==> src/mvf_pkg.sv <==
// Shared types, constants and helpers for the multichannel volume fader.
// Used by mvf_table, mvf_arith and multichannel_volume_fade; depends on nothing.
`default_nettype none

package mvf_pkg;

    localparam int CH_W        = 4;
    localparam int VOL_W       = 7;
    localparam int SECS_W      = 12;
    localparam int S_TDATA_W   = 24;
    localparam int M_TDATA_W   = 16;
    localparam int MAX_CH      = 16;
    localparam int DIV_STEPS   = 7;
    localparam logic [VOL_W-1:0] VOL_MAX = 7'd100;

    typedef enum logic [1:0] {
        MODE_PLAY = 2'd0,
        MODE_STOP = 2'd1,
        MODE_FADE = 2'd2,
        MODE_TICK = 2'd3
    } mode_t;

    typedef enum logic [1:0] {
        KIND_PLAY = 2'd0,
        KIND_STOP = 2'd1,
        KIND_STEP = 2'd2,
        KIND_FIN  = 2'd3
    } kind_t;

    typedef enum logic [2:0] {
        TOP_NONE,
        TOP_PLAY,
        TOP_STOP,
        TOP_FADE,
        TOP_ELAPSED,
        TOP_SNAP,
        TOP_LEVEL
    } tbl_op_t;

    typedef struct packed {
        tbl_op_t          op;
        logic [VOL_W-1:0] level;
        logic             looping;
    } tbl_cmd_t;

    typedef struct packed {
        logic             fading;
        logic             play;
        logic             looping;
        logic [VOL_W-1:0] level;
        logic [VOL_W-1:0] start;
        logic [VOL_W-1:0] target;
    } chan_rd_t;

    typedef enum logic [2:0] {
        MS_IDLE,
        MS_DUR,
        MS_SCAN,
        MS_INTERP,
        MS_EMIT
    } main_state_t;

    typedef enum logic [0:0] {
        AOP_DUR,
        AOP_INTERP
    } arith_op_t;

    typedef enum logic [2:0] {
        AS_IDLE,
        AS_MUL_D,
        AS_MUL_A,
        AS_MUL_B,
        AS_ADD,
        AS_PREP,
        AS_DIV,
        AS_DONE
    } arith_state_t;

    function automatic logic [VOL_W-1:0] sat_vol(input logic [VOL_W-1:0] v);
        return (v > VOL_MAX) ? VOL_MAX : v;
    endfunction

endpackage

`default_nettype wire

==> src/mvf_table.sv <==
// Channel table: per-channel volume, flags and fade state in registers.
// Depends on mvf_pkg for the command and read-out structures.
`default_nettype none

module mvf_table #(
    parameter int NCH   = 16,
    parameter int IDX_W = 4,
    parameter int DUR_W = 22
) (
    input  wire                   aclk,
    input  wire                   aresetn,
    input  mvf_pkg::tbl_cmd_t     cmd,
    input  wire  [IDX_W-1:0]      wr_idx,
    input  wire  [DUR_W-1:0]      wr_elapsed,
    input  wire  [DUR_W-1:0]      wr_dur,
    input  wire  [IDX_W-1:0]      rd_idx,
    output mvf_pkg::chan_rd_t     rd,
    output logic [DUR_W-1:0]      rd_elapsed,
    output logic [DUR_W-1:0]      rd_dur,
    output logic [NCH-1:0]        fading_mask
);
    import mvf_pkg::*;

    logic                fading_reg  [NCH];
    logic                play_reg    [NCH];
    logic                loop_reg    [NCH];
    logic [VOL_W-1:0]    level_reg   [NCH];
    logic [VOL_W-1:0]    start_reg   [NCH];
    logic [VOL_W-1:0]    target_reg  [NCH];
    logic [DUR_W-1:0]    dur_reg     [NCH];
    logic [DUR_W-1:0]    elapsed_reg [NCH];

    always_ff @(posedge aclk) begin
        if (!aresetn) begin
            for (int i = 0; i < NCH; i++) begin
                fading_reg[i]  <= 1'b0;
                play_reg[i]    <= 1'b0;
                loop_reg[i]    <= 1'b0;
                level_reg[i]   <= '0;
                start_reg[i]   <= '0;
                target_reg[i]  <= '0;
                dur_reg[i]     <= '0;
                elapsed_reg[i] <= '0;
            end
        end else begin
            case (cmd.op)
                TOP_PLAY: begin
                    loop_reg[wr_idx]  <= cmd.looping;
                    level_reg[wr_idx] <= cmd.level;
                    play_reg[wr_idx]  <= 1'b1;
                end
                TOP_STOP: begin
                    play_reg[wr_idx] <= 1'b0;
                end
                TOP_FADE: begin
                    fading_reg[wr_idx]  <= 1'b1;
                    start_reg[wr_idx]   <= level_reg[wr_idx];
                    target_reg[wr_idx]  <= cmd.level;
                    dur_reg[wr_idx]     <= wr_dur;
                    elapsed_reg[wr_idx] <= '0;
                end
                TOP_ELAPSED: begin
                    elapsed_reg[wr_idx] <= wr_elapsed;
                end
                TOP_SNAP: begin
                    elapsed_reg[wr_idx] <= wr_elapsed;
                    level_reg[wr_idx]   <= target_reg[wr_idx];
                    fading_reg[wr_idx]  <= 1'b0;
                end
                TOP_LEVEL: begin
                    level_reg[wr_idx] <= cmd.level;
                end
                default: begin
                end
            endcase
        end
    end

    always_comb begin
        rd.fading  = fading_reg[rd_idx];
        rd.play    = play_reg[rd_idx];
        rd.looping = loop_reg[rd_idx];
        rd.level   = level_reg[rd_idx];
        rd.start   = start_reg[rd_idx];
        rd.target  = target_reg[rd_idx];
        rd_elapsed = elapsed_reg[rd_idx];
        rd_dur     = dur_reg[rd_idx];
        for (int i = 0; i < NCH; i++) begin
            fading_mask[i] = fading_reg[i];
        end
    end

endmodule

`default_nettype wire

==> src/mvf_arith.sv <==
// Shared arithmetic unit: one multiplier plus add and subtract logic under a small sequencer.
// Computes fade length in ticks, or the rounded linear blend by restoring division.
`default_nettype none

module mvf_arith #(
    parameter int TICKS_PER_SECOND = 1000,
    parameter int TPS_W            = 10,
    parameter int DUR_W            = 22
) (
    input  wire                          aclk,
    input  wire                          aresetn,
    input  wire                          start,
    input  mvf_pkg::arith_op_t           op,
    input  wire  [mvf_pkg::SECS_W-1:0]   secs,
    input  wire  [DUR_W-1:0]             e,
    input  wire  [DUR_W-1:0]             d,
    input  wire  [mvf_pkg::VOL_W-1:0]    tgt,
    input  wire  [mvf_pkg::VOL_W-1:0]    sta,
    output logic                         done,
    output logic [DUR_W-1:0]             dur,
    output logic [mvf_pkg::VOL_W-1:0]    quot
);
    import mvf_pkg::*;

    localparam int MB_W   = (TPS_W > VOL_W) ? TPS_W : VOL_W;
    localparam int PROD_W = DUR_W + MB_W;
    localparam int NUM_W  = DUR_W + 8;

    arith_state_t        state_reg, state_next;
    logic [2:0]          cnt_reg;
    logic [PROD_W-1:0]   prod_reg;
    logic [NUM_W-1:0]    acc_reg;
    logic [NUM_W-1:0]    rem_reg;
    logic [NUM_W-1:0]    dvs_reg;
    logic [VOL_W-1:0]    quot_reg;
    logic [DUR_W-1:0]    mul_a;
    logic [MB_W-1:0]     mul_b;
    logic [PROD_W-1:0]   prod;
    logic [NUM_W:0]      diff;

    assign prod = PROD_W'(mul_a) * PROD_W'(mul_b);
    assign diff = {1'b0, rem_reg} - {1'b0, dvs_reg};
    assign dur  = prod_reg[DUR_W-1:0];
    assign quot = quot_reg;

    always_comb begin
        state_next = state_reg;
        case (state_reg)
            AS_IDLE: begin
                if (start) begin
                    state_next = (op == AOP_DUR) ? AS_MUL_D : AS_MUL_A;
                end
            end
            AS_MUL_D: state_next = AS_DONE;
            AS_MUL_A: state_next = AS_MUL_B;
            AS_MUL_B: state_next = AS_ADD;
            AS_ADD:   state_next = AS_PREP;
            AS_PREP:  state_next = AS_DIV;
            AS_DIV: begin
                if (cnt_reg == 3'd0) begin
                    state_next = AS_DONE;
                end
            end
            AS_DONE:  state_next = AS_IDLE;
            default:  state_next = AS_IDLE;
        endcase
    end

    always_comb begin
        done  = 1'b0;
        mul_a = e;
        mul_b = MB_W'(tgt);
        case (state_reg)
            AS_MUL_D: begin
                mul_a = DUR_W'(secs);
                mul_b = MB_W'(TICKS_PER_SECOND);
            end
            AS_MUL_A: begin
                mul_a = e;
                mul_b = MB_W'(tgt);
            end
            AS_MUL_B: begin
                mul_a = d - e;
                mul_b = MB_W'(sta);
            end
            AS_DONE: begin
                done = 1'b1;
            end
            default: begin
            end
        endcase
    end

    always_ff @(posedge aclk) begin
        if (!aresetn) begin
            state_reg <= AS_IDLE;
            cnt_reg   <= '0;
        end else begin
            state_reg <= state_next;
            if (state_reg == AS_PREP) begin
                cnt_reg <= 3'(DIV_STEPS - 1);
            end else if (state_reg == AS_DIV) begin
                cnt_reg <= cnt_reg - 3'd1;
            end
        end
    end

    always_ff @(posedge aclk) begin
        case (state_reg)
            AS_MUL_D, AS_MUL_A: begin
                prod_reg <= prod;
            end
            AS_MUL_B: begin
                acc_reg  <= NUM_W'(prod_reg);
                prod_reg <= prod;
            end
            AS_ADD: begin
                acc_reg <= acc_reg + NUM_W'(prod_reg);
            end
            AS_PREP: begin
                rem_reg  <= {acc_reg[NUM_W-2:0], 1'b0} + NUM_W'(d);
                dvs_reg  <= NUM_W'({d, 7'd0});
                quot_reg <= '0;
            end
            AS_DIV: begin
                quot_reg <= {quot_reg[VOL_W-2:0], ~diff[NUM_W]};
                if (!diff[NUM_W]) begin
                    rem_reg <= diff[NUM_W-1:0];
                end
                dvs_reg <= {1'b0, dvs_reg[NUM_W-1:1]};
            end
            default: begin
            end
        endcase
    end

endmodule

`default_nettype wire

==> src/multichannel_volume_fade.sv <==
// A play or stop request writes the channel table when taken and is reported once the output
// register is free; a fade request has no report and ends when its length in ticks is written.
// A tick walks the channels in order: idle channels are skipped, and a channel whose fade ends or
// that steps (one multiply-accumulate pass and 7 division steps in the shared unit) is reported.
// Throughput: one request at a time; the next is taken once the previous one has finished.
// Reset (aresetn low, synchronous) clears every channel and empties the output register.
`default_nettype none

module multichannel_volume_fade #(
    parameter int NUM_CHANNELS     = 16,
    parameter int TICKS_PER_SECOND = 1000
) (
    input  wire                               aclk,
    input  wire                               aresetn,
    input  wire                               s_tvalid,
    output logic                              s_tready,
    // channel[3:0], volume[10:4], loop[11], fade_seconds[23:12]
    input  wire  [mvf_pkg::S_TDATA_W-1:0]     s_tdata,
    // mode[1:0]
    input  wire  [1:0]                        s_tuser,
    output logic                              m_tvalid,
    input  wire                               m_tready,
    // out_channel[3:0], out_volume[10:4], playing[11], looping[12], zero[15:13]
    output logic [mvf_pkg::M_TDATA_W-1:0]     m_tdata,
    // kind[1:0]
    output logic [1:0]                        m_tuser,
    output logic                              m_tlast
);
    import mvf_pkg::*;

    localparam int NCH   = (NUM_CHANNELS < MAX_CH) ? NUM_CHANNELS : MAX_CH;
    localparam int IDX_W = (NCH > 1) ? $clog2(NCH) : 1;
    localparam int TPS_W = $clog2(TICKS_PER_SECOND + 1);
    localparam int DUR_W = $clog2(4095 * TICKS_PER_SECOND + 2);

    main_state_t          state_reg, state_next;
    logic [IDX_W-1:0]     idx_reg, idx_next;
    kind_t                kind_reg, kind_next;
    logic [VOL_W-1:0]     tgt_reg, tgt_next;
    logic [SECS_W-1:0]    secs_reg, secs_next;

    logic                 m_tvalid_reg;
    logic [M_TDATA_W-1:0] m_tdata_reg;
    logic [1:0]           m_tuser_reg;
    logic                 m_tlast_reg;

    logic [CH_W-1:0]      s_channel;
    logic [VOL_W-1:0]     s_volume;
    logic                 s_loop;
    logic [SECS_W-1:0]    s_secs;
    mode_t                s_mode;
    logic                 s_fire;
    logic                 in_range;
    logic                 out_free;
    logic                 idx_last;
    logic                 emit;
    logic                 emit_last;
    logic [NCH-1:0]       later_mask;

    tbl_cmd_t             cmd;
    logic [IDX_W-1:0]     wr_idx;
    chan_rd_t             rd;
    logic [DUR_W-1:0]     rd_elapsed;
    logic [DUR_W-1:0]     rd_dur;
    logic [DUR_W-1:0]     e_inc;
    logic [NCH-1:0]       fading_mask;

    logic                 arith_start;
    arith_op_t            arith_op;
    logic                 arith_done;
    logic [DUR_W-1:0]     arith_dur;
    logic [VOL_W-1:0]     arith_quot;

    assign s_channel = s_tdata[3:0];
    assign s_volume  = s_tdata[10:4];
    assign s_loop    = s_tdata[11];
    assign s_secs    = s_tdata[23:12];
    assign s_mode    = mode_t'(s_tuser);
    assign s_fire    = s_tvalid && s_tready;
    assign in_range  = int'(s_channel) < NUM_CHANNELS;
    assign out_free  = !m_tvalid_reg || m_tready;
    assign idx_last  = (idx_reg == IDX_W'(NCH - 1));
    assign e_inc     = rd_elapsed + DUR_W'(1);

    assign m_tvalid = m_tvalid_reg;
    assign m_tdata  = m_tdata_reg;
    assign m_tuser  = m_tuser_reg;
    assign m_tlast  = m_tlast_reg;

    mvf_table #(
        .NCH   (NCH),
        .IDX_W (IDX_W),
        .DUR_W (DUR_W)
    ) u_table (
        .aclk        (aclk),
        .aresetn     (aresetn),
        .cmd         (cmd),
        .wr_idx      (wr_idx),
        .wr_elapsed  (e_inc),
        .wr_dur      (arith_dur),
        .rd_idx      (idx_reg),
        .rd          (rd),
        .rd_elapsed  (rd_elapsed),
        .rd_dur      (rd_dur),
        .fading_mask (fading_mask)
    );

    mvf_arith #(
        .TICKS_PER_SECOND (TICKS_PER_SECOND),
        .TPS_W            (TPS_W),
        .DUR_W            (DUR_W)
    ) u_arith (
        .aclk    (aclk),
        .aresetn (aresetn),
        .start   (arith_start),
        .op      (arith_op),
        .secs    (secs_reg),
        .e       (rd_elapsed),
        .d       (rd_dur),
        .tgt     (rd.target),
        .sta     (rd.start),
        .done    (arith_done),
        .dur     (arith_dur),
        .quot    (arith_quot)
    );

    always_comb begin
        for (int j = 0; j < NCH; j++) begin
            later_mask[j] = fading_mask[j] && (IDX_W'(j) > idx_reg);
        end
        emit_last = (kind_reg == KIND_PLAY) || (kind_reg == KIND_STOP) || !(|later_mask);
    end

    always_comb begin
        state_next = state_reg;
        case (state_reg)
            MS_IDLE: begin
                if (s_fire) begin
                    if (s_mode == MODE_TICK) begin
                        state_next = MS_SCAN;
                    end else if (in_range) begin
                        state_next = (s_mode == MODE_FADE) ? MS_DUR : MS_EMIT;
                    end
                end
            end
            MS_DUR: begin
                if (arith_done) begin
                    state_next = MS_IDLE;
                end
            end
            MS_SCAN: begin
                if (rd.fading) begin
                    state_next = (e_inc > rd_dur) ? MS_EMIT : MS_INTERP;
                end else if (idx_last) begin
                    state_next = MS_IDLE;
                end
            end
            MS_INTERP: begin
                if (arith_done) begin
                    state_next = MS_EMIT;
                end
            end
            MS_EMIT: begin
                if (out_free) begin
                    if (kind_reg == KIND_PLAY || kind_reg == KIND_STOP || idx_last) begin
                        state_next = MS_IDLE;
                    end else begin
                        state_next = MS_SCAN;
                    end
                end
            end
            default: state_next = MS_IDLE;
        endcase
    end

    always_comb begin
        s_tready    = 1'b0;
        cmd.op      = TOP_NONE;
        cmd.level   = '0;
        cmd.looping = 1'b0;
        wr_idx      = idx_reg;
        arith_start = 1'b0;
        arith_op    = AOP_INTERP;
        emit        = 1'b0;
        idx_next    = idx_reg;
        kind_next   = kind_reg;
        tgt_next    = tgt_reg;
        secs_next   = secs_reg;
        case (state_reg)
            MS_IDLE: begin
                s_tready = 1'b1;
                if (s_fire) begin
                    if (s_mode == MODE_TICK) begin
                        idx_next = '0;
                    end else if (in_range) begin
                        idx_next = s_channel[IDX_W-1:0];
                        wr_idx   = s_channel[IDX_W-1:0];
                        case (s_mode)
                            MODE_PLAY: begin
                                cmd.op      = TOP_PLAY;
                                cmd.level   = sat_vol(s_volume);
                                cmd.looping = s_loop;
                                kind_next   = KIND_PLAY;
                            end
                            MODE_STOP: begin
                                cmd.op    = TOP_STOP;
                                kind_next = KIND_STOP;
                            end
                            default: begin
                                tgt_next    = sat_vol(s_volume);
                                secs_next   = s_secs;
                                arith_start = 1'b1;
                                arith_op    = AOP_DUR;
                            end
                        endcase
                    end
                end
            end
            MS_DUR: begin
                arith_op = AOP_DUR;
                if (arith_done) begin
                    cmd.op    = TOP_FADE;
                    cmd.level = tgt_reg;
                end
            end
            MS_SCAN: begin
                if (rd.fading) begin
                    if (e_inc > rd_dur) begin
                        cmd.op    = TOP_SNAP;
                        kind_next = KIND_FIN;
                    end else begin
                        cmd.op      = TOP_ELAPSED;
                        arith_start = 1'b1;
                    end
                end else if (!idx_last) begin
                    idx_next = idx_reg + IDX_W'(1);
                end
            end
            MS_INTERP: begin
                if (arith_done) begin
                    cmd.op    = TOP_LEVEL;
                    cmd.level = sat_vol(arith_quot);
                    kind_next = KIND_STEP;
                end
            end
            MS_EMIT: begin
                if (out_free) begin
                    emit = 1'b1;
                    if (kind_reg != KIND_PLAY && kind_reg != KIND_STOP && !idx_last) begin
                        idx_next = idx_reg + IDX_W'(1);
                    end
                end
            end
            default: begin
            end
        endcase
    end

    always_ff @(posedge aclk) begin
        if (!aresetn) begin
            state_reg    <= MS_IDLE;
            idx_reg      <= '0;
            kind_reg     <= KIND_PLAY;
            m_tvalid_reg <= 1'b0;
        end else begin
            state_reg <= state_next;
            idx_reg   <= idx_next;
            kind_reg  <= kind_next;
            if (emit) begin
                m_tvalid_reg <= 1'b1;
            end else if (m_tready) begin
                m_tvalid_reg <= 1'b0;
            end
        end
    end

    always_ff @(posedge aclk) begin
        tgt_reg  <= tgt_next;
        secs_reg <= secs_next;
        if (emit) begin
            m_tdata_reg <= {3'b000, rd.looping, rd.play, rd.level, CH_W'(idx_reg)};
            m_tuser_reg <= kind_reg;
            m_tlast_reg <= emit_last;
        end
    end

    a_done_when_waiting: assert property (@(posedge aclk) disable iff (!aresetn)
        arith_done |-> (state_reg == MS_DUR || state_reg == MS_INTERP))
        else $error("Arithmetic unit finished while the sequencer was not waiting.");

    a_play_reports: assert property (@(posedge aclk) disable iff (!aresetn)
        (s_fire && in_range && s_mode == MODE_PLAY) |=> (state_reg == MS_EMIT))
        else $error("Accepted play request did not lead to a report.");

    a_volume_range: assert property (@(posedge aclk) disable iff (!aresetn)
        m_tvalid |-> (m_tdata[10:4] <= VOL_MAX))
        else $error("Reported volume exceeds the maximum.");

    a_quot_range: assert property (@(posedge aclk) disable iff (!aresetn)
        (state_reg == MS_INTERP && arith_done) |-> (arith_quot <= VOL_MAX))
        else $error("Interpolated volume out of range.");

endmodule

`default_nettype wire

==> config.mk <==
export PLATFORM = sky130hd
export DESIGN_NAME = multichannel_volume_fade
export DESIGN_NICKNAME = d
export VERILOG_FILES = /design/src/mvf_pkg.sv /design/src/mvf_table.sv /design/src/mvf_arith.sv /design/src/multichannel_volume_fade.sv
export SDC_FILE = /design/constraint.sdc
export NUM_CORES = 2
export LEC_CHECK = 0
export ABC_CLOCK_PERIOD_IN_PS = 9000
export BUFFER_PORTS_ARGS = -buffer_cell sky130_fd_sc_hd__buf_4
export CAP_MARGIN = 20
export CORE_MARGIN = 1
export CORE_UTILIZATION = 50
export CTS_BUF_LIST = sky130_fd_sc_hd__clkbuf_16
export DETAILED_ROUTE_END_ITERATION = 10
export GPL_TIMING_DRIVEN = 0
export MAX_ROUTING_LAYER = met4
export PLACE_DENSITY = 0.66
export SYNTH_ARGS = -nofsm -noshare
export SYNTH_HDL_FRONTEND = slang
export SYNTH_HIERARCHICAL = 1
export SYNTH_SLANG_ARGS = --single-unit
==> constraint.sdc <==
create_clock -name aclk -period 9 [get_ports aclk]
set_clock_uncertainty 0.1 [all_clocks]
set_input_delay 0.45 -clock aclk [delete_from_list [all_inputs] [get_ports aclk]]
set_output_delay 0.45 -clock aclk [all_outputs]
set_load 0.05 [all_outputs]
# Word level (Yosys, flattened, before mapping)
# Memories as Yosys holds them, arrays and structs flattened. A register that Yosys moved wholly into a read port is not among the register bits.
# Cells that the tools add are included.
[classes]
n_addsub = 7
multipliers = 1
div_mod_pow = 0
order_cmp = 19
n_eq_ne = 38
n_shift = 0
muxes = 129
bitwise_logic = 10
reduce_logical = 55
[op_table]
columns = ["cell", "count"]
rows = [
  ["30-bit one-hot mux with 2 select lines", 3],
  ["4-bit 2-to-1 mux", 27],
  ["22-bit 2-to-1 mux", 4],
  ["7-bit 2-to-1 mux", 7],
  ["1-bit 2-to-1 mux", 48],
  ["22-bit one-hot mux with 2 select lines", 1],
  ["22-bit OR reduction", 2],
  ["3-bit 2-to-1 mux", 14],
  ["4-bit > comparator, first input constant", 8],
  ["30-bit by 30-bit subtractor with 31-bit output", 1],
  ["30-bit by 22-bit adder with 30-bit output", 1],
  ["30-bit adder", 1],
  ["22-bit by 10-bit multiplier with 30-bit output", 1],
  ["10-bit 2-to-1 mux", 3],
  ["30-bit 2-to-1 mux", 1],
  ["3-bit == test, second input constant", 8],
  ["2-bit != test, second input constant", 12],
  ["3-bit one-hot mux with 8 select lines", 1],
  ["22-bit by 1-bit adder with 22-bit output, second input constant", 1],
  ["22-bit > comparator", 1],
  ["22-bit subtractor", 1],
  ["7-bit one-hot mux with 3 select lines", 1],
  ["7-bit OR reduction", 3],
  ["10-bit one-hot mux with 2 select lines", 1],
  ["42 further kinds", 108],
]
[word_totals]
reg_bits = 178
latch_bits = 0
mem_bits_rw = 1088
mem_bits_ro = 0
in_bits = 30
wordCells = 284
mem_count = 8
[mem_list]
columns = ["memory", "depth", "width", "rd", "rd_clocked_by_memory_dff", "wr", "line", "source"]
rows = [
  ["u_table.dur_reg", 16, 22, 1, 1, 16, "mvf_table.sv:30", "logic [DUR_W-1:0] dur_reg [NCH];"],
  ["u_table.elapsed_reg", 16, 22, 1, 1, 16, "mvf_table.sv:31", "logic [DUR_W-1:0] elapsed_reg [NCH];"],
  ["u_table.level_reg", 16, 7, 2, 1, 16, "mvf_table.sv:27", "logic [VOL_W-1:0] level_reg [NCH];"],
  ["u_table.start_reg", 16, 7, 1, 1, 16, "mvf_table.sv:28", "logic [VOL_W-1:0] start_reg [NCH];"],
  ["u_table.target_reg", 16, 7, 2, 1, 16, "mvf_table.sv:29", "logic [VOL_W-1:0] target_reg [NCH];"],
  ["u_table.fading_reg", 16, 1, 17, 1, 16, "mvf_table.sv:24", "logic fading_reg [NCH];"],
  ["2 more memories", "-", "-", "-", "-", "-", "-", ""],
]

# Longest topological paths before layout
[logic_depth]
word_depth = 14
ltp_mapped = 37
ltp_nobuf = 34

# Hierarchy
# Netlist, hierarchy kept.
[modules_own_cells]
columns = ["mod", "n_inst", "cells_per_inst", "area_per_inst_um2", "seq_area_each_um2"]
rows = [
  ["mvf_table", 1, 3253, 50196.9, 32190.9],
  ["mvf_arith", 1, 1902, 16803.6, 3843.7],
  ["multichannel_volume_fade", 1, 345, 3251.9, 1251.2],
]

# Worst setup path after synthesis
# No wires, ideal clock.
[synth_timing]
path_kind = "register -> register"
from = "register, netlist name idx_reg[1]"
to = "register u_arith.prod_reg[28], data pin"
setup_ps = 260
t_arrival_ps = 8766
required_time_ps = 8640
setup_slack_ps = -126
path_stages_with_launch = 34
n_path_buf = 3
period_less_slack_ps = 9126
cell_sequence = "dfxtp_1 > buf_2 > buf_1 > buf_1 > mux4_2 > mux4_2 > ha_1 > fa_1 > nand2b_1 > a21boi_0 > o21ai_0 > a21oi_1 > o21ai_0 > a21oi_1 > xnor2_1 > nand2_1 > a22oi_1 > nor2_1 > fa_1 > fa_1 > fa_1 > fa_1 > inv_1 > fa_1 > inv_1 > ha_1 > a21o_1 > a21o_1 > a21o_1 > o41ai_2 > o2111ai_1 > a31oi_1 > o21ai_0 > xnor2_1"
[synth_rtl]
columns = ["item", "line", "source"]
rows = [
  ["end signal, assigned", "mvf_arith.sv:111", "prod_reg <= prod;"],
  ["end signal, assigned", "mvf_arith.sv:115", "prod_reg <= prod;"],
  ["end, declared", "mvf_arith.sv:31", "logic [PROD_W-1:0] prod_reg;"],
]

==> flow_metrics.py <==
metrics = {
    "clocking": {
        "clockRootBuffer": "clkbuf_16",
        "cts_tree": "yes",
        "cts_buffer_depth": 3,
        "path_clk_slew_ps": 70,
        "clock-sinks": 1263,
        "worstSkewPairLatency_ps": 790,
        "htree_levels": 4,
        "numCtsBuffers": 140,
    },
    "critical_path": {
        "cp_max_fo": 8,
        "crit_slowest_cell": "mux4_2",
        "criticalPathCategory": "flip-flop to flip-flop",
        "critPathTopFamily": "adder cells",
        "worst_ep_required_time_ps": 9410,
        "worstPathArrival_ps": 9670,
        "startpoint_type": "flip-flop",
        "path_buf_inv": 11,
        "cp_common_cell": "fa_1",
        "critPathMaxStageDelay_ps": 720,
        "critPathLaunch": "idx_reg[2]$_SDFFE_PN0P_",
        "rr_startpoint": "idx_reg[2]$_SDFFE_PN0P_",
        "crit_path_end_kind": "flip-flop",
    },
    "hold_path": {
        "hp-class": "input port to flip-flop",
        "hp-start": "s_tdata[3]",
    },
    "power_and_ir_drop": {
        "powerDensity_nw_per_um2": 337,
        "power_mw": 27.3,
        "ir_drop_v": 0.000645,
        "leakage_nw": 30.1,
    },
    "layout": {
        "drive_gt1_share_pct": 19.5,
        "area_growth_syn_to_layout_pct": 15.4,
        "utilization_pct": 58.1,
        "layout.cells.non_filler": 7875,
        "num-nets-final": 6252,
    },
    "floorplan": {
        "start_util_pct": 50.3,
        "ioPinCount": 51,
        "num_rows": 137,
        "fp.dieW_um": 377,
        "die_height_um": 377,
        "dieArea_um2": 142000,
        "coreArea_um2": 140000,
    },
    "grt": {
        "grt_use_total_pct": 32.8,
        "grt_max_degree": 29,
        "gr-max-usage-layer": "met2",
        "grt_pass1_vias": 48200,
        "grt_use_met3_pct": 8.27,
        "grt_use_met2_pct": 48.5,
        "grt_pass1_wl_um": 324000,
        "antenna_found_initial": 11,
        "gr-usage-met1_pct": 43.1,
        "overflow": 0,
    },
    "sta": {
        "drv_slew": 0,
        "fin_crit_ps": 9260,
        "slew_headroom_pct": 21.0,
        "setup_viol": 10,
        "rsz0062_at_grt": "yes",
        "layout_setup_ws_ps": -259,
        "finalCritPeriodShare_pct": 103,
        "hold_viol_final": 0,
        "tightest_slew_ps": 1180,
        "fmax_ghz": 0.108,
    },
    "synth": {
        "avgSynthCellArea_um2": 12.8,
        "synth_cells": 5499,
        "syn-cell-area_um2": 70200,
        "yosys_warnings": 6,
    },
    "job": {
        "max_cap_violations": 0,
    },
    "outcome": {
        "outcome": "finished with violations",
        "violations": "setup timing",
    },
    "route": {
        "drt-initial-drc-count": 6189,
        "drc_errors": 0,
        "wl_per_cell_um": 28.8,
        "via_count": 49400,
        "drtPass1Iterations": 6,
        "antenna_left": 0,
        "drt-vias-per-instance": 6.27,
        "routed_wl_um": 227000,
    },
    "placed_design": {
        "place_congestion": 0.968,
        "dp.cells": 7484,
        "hpwlAfterDp_um": 160000,
        "port_buffers": 47,
    },
}
-- power breakdown --
part	total, mW	switching (mW)	internal [mW]
Clock	5.71	2.44	3.27
Sequential	7.46	0.301	7.16
Combinational	14.2	8.31	5.87
-- path summary, 6_finish.rpt --
path                                                        to  slack (ps)  cells past startpoint
worst min register to register            m_tuser[0]$_DFFE_PP_         340                      0
worst max-delay path            u_arith/prod_reg[17]$_DFFE_PP_        -260                     37
worst max register to register  u_arith/prod_reg[17]$_DFFE_PP_        -260                     37
worst min-delay path                   idx_reg[3]$_SDFFE_PN0P_          50                      3
-- worst register-to-register path, delay by kind of cell (launching register included) --
kind | cells | cell delay [ps]
AO/OA/AOI/OAI | 10 | 1720
XOR/XNOR | 2 | 340
adder cells (fa/ha/maj) | 7 | 3010
buffers and inverters | 11 | 1800
flip-flops | 1 | 500
multiplexers | 2 | 860
AND/OR/NAND/NOR | 5 | 640
-- area by class of cell --
cell class	instances	area [um^2]
buffer	407	2290
timing repair buffer	222	2480
inverter	278	1050
clock inverter	105	928
clock buffer	143	3580
tap	1876	2350
sequential	1263	37300
multi-input combinational	3574	31000
antenna	7	17.5
fill	11300	58500
-- per-stage QoR --
stage / TNS [ps] / hold slack, ps / worst slack [ps] / cell area (um^2)
after floorplan: 0 / 308 / 37.9 / 70400
after global placement: -1041670 / 329 / -2670 / 73100
after detailed placement: -203440 / 322 / -2460 / 74200
after CTS: -184 / 8.19 / -88.1 / 80400
after global routing: -3740 / 39.7 / -420 / 81000
final: -1670 / 52.8 / -259 / 81000
-- layout by cell type (no fill, tap or decap), drive strengths merged, types with 60 or more instances in the layout --
cell    count
ha        184
o21ai     197
buf       358
mux4      380
xnor2      88
inv       310
fa        152
nand2     334
dfxtp      64
a211oi    116
a21oi     186
nand3      67
and2      499
nor3       60
clkbuf    388
nor2      692
edfxtp   1199
-- metal layers --
layer,vias to the layer above,share of wire (%)
met3,537,12
met4,0,4.6
met1,25000,39
li1,20800,-
met5,-,0
met2,2948,45
-- what timing repair did --
item,in CTS,in global routing
resized for setup,217,73
pin swaps,90,78
endpoints found under the hold margin,30,0
buffers inserted,75,28
setup endpoints to repair,299,14
hold buffers,25,0
cloned,1,0
Note: power is estimated with default switching activity, not from simulation.
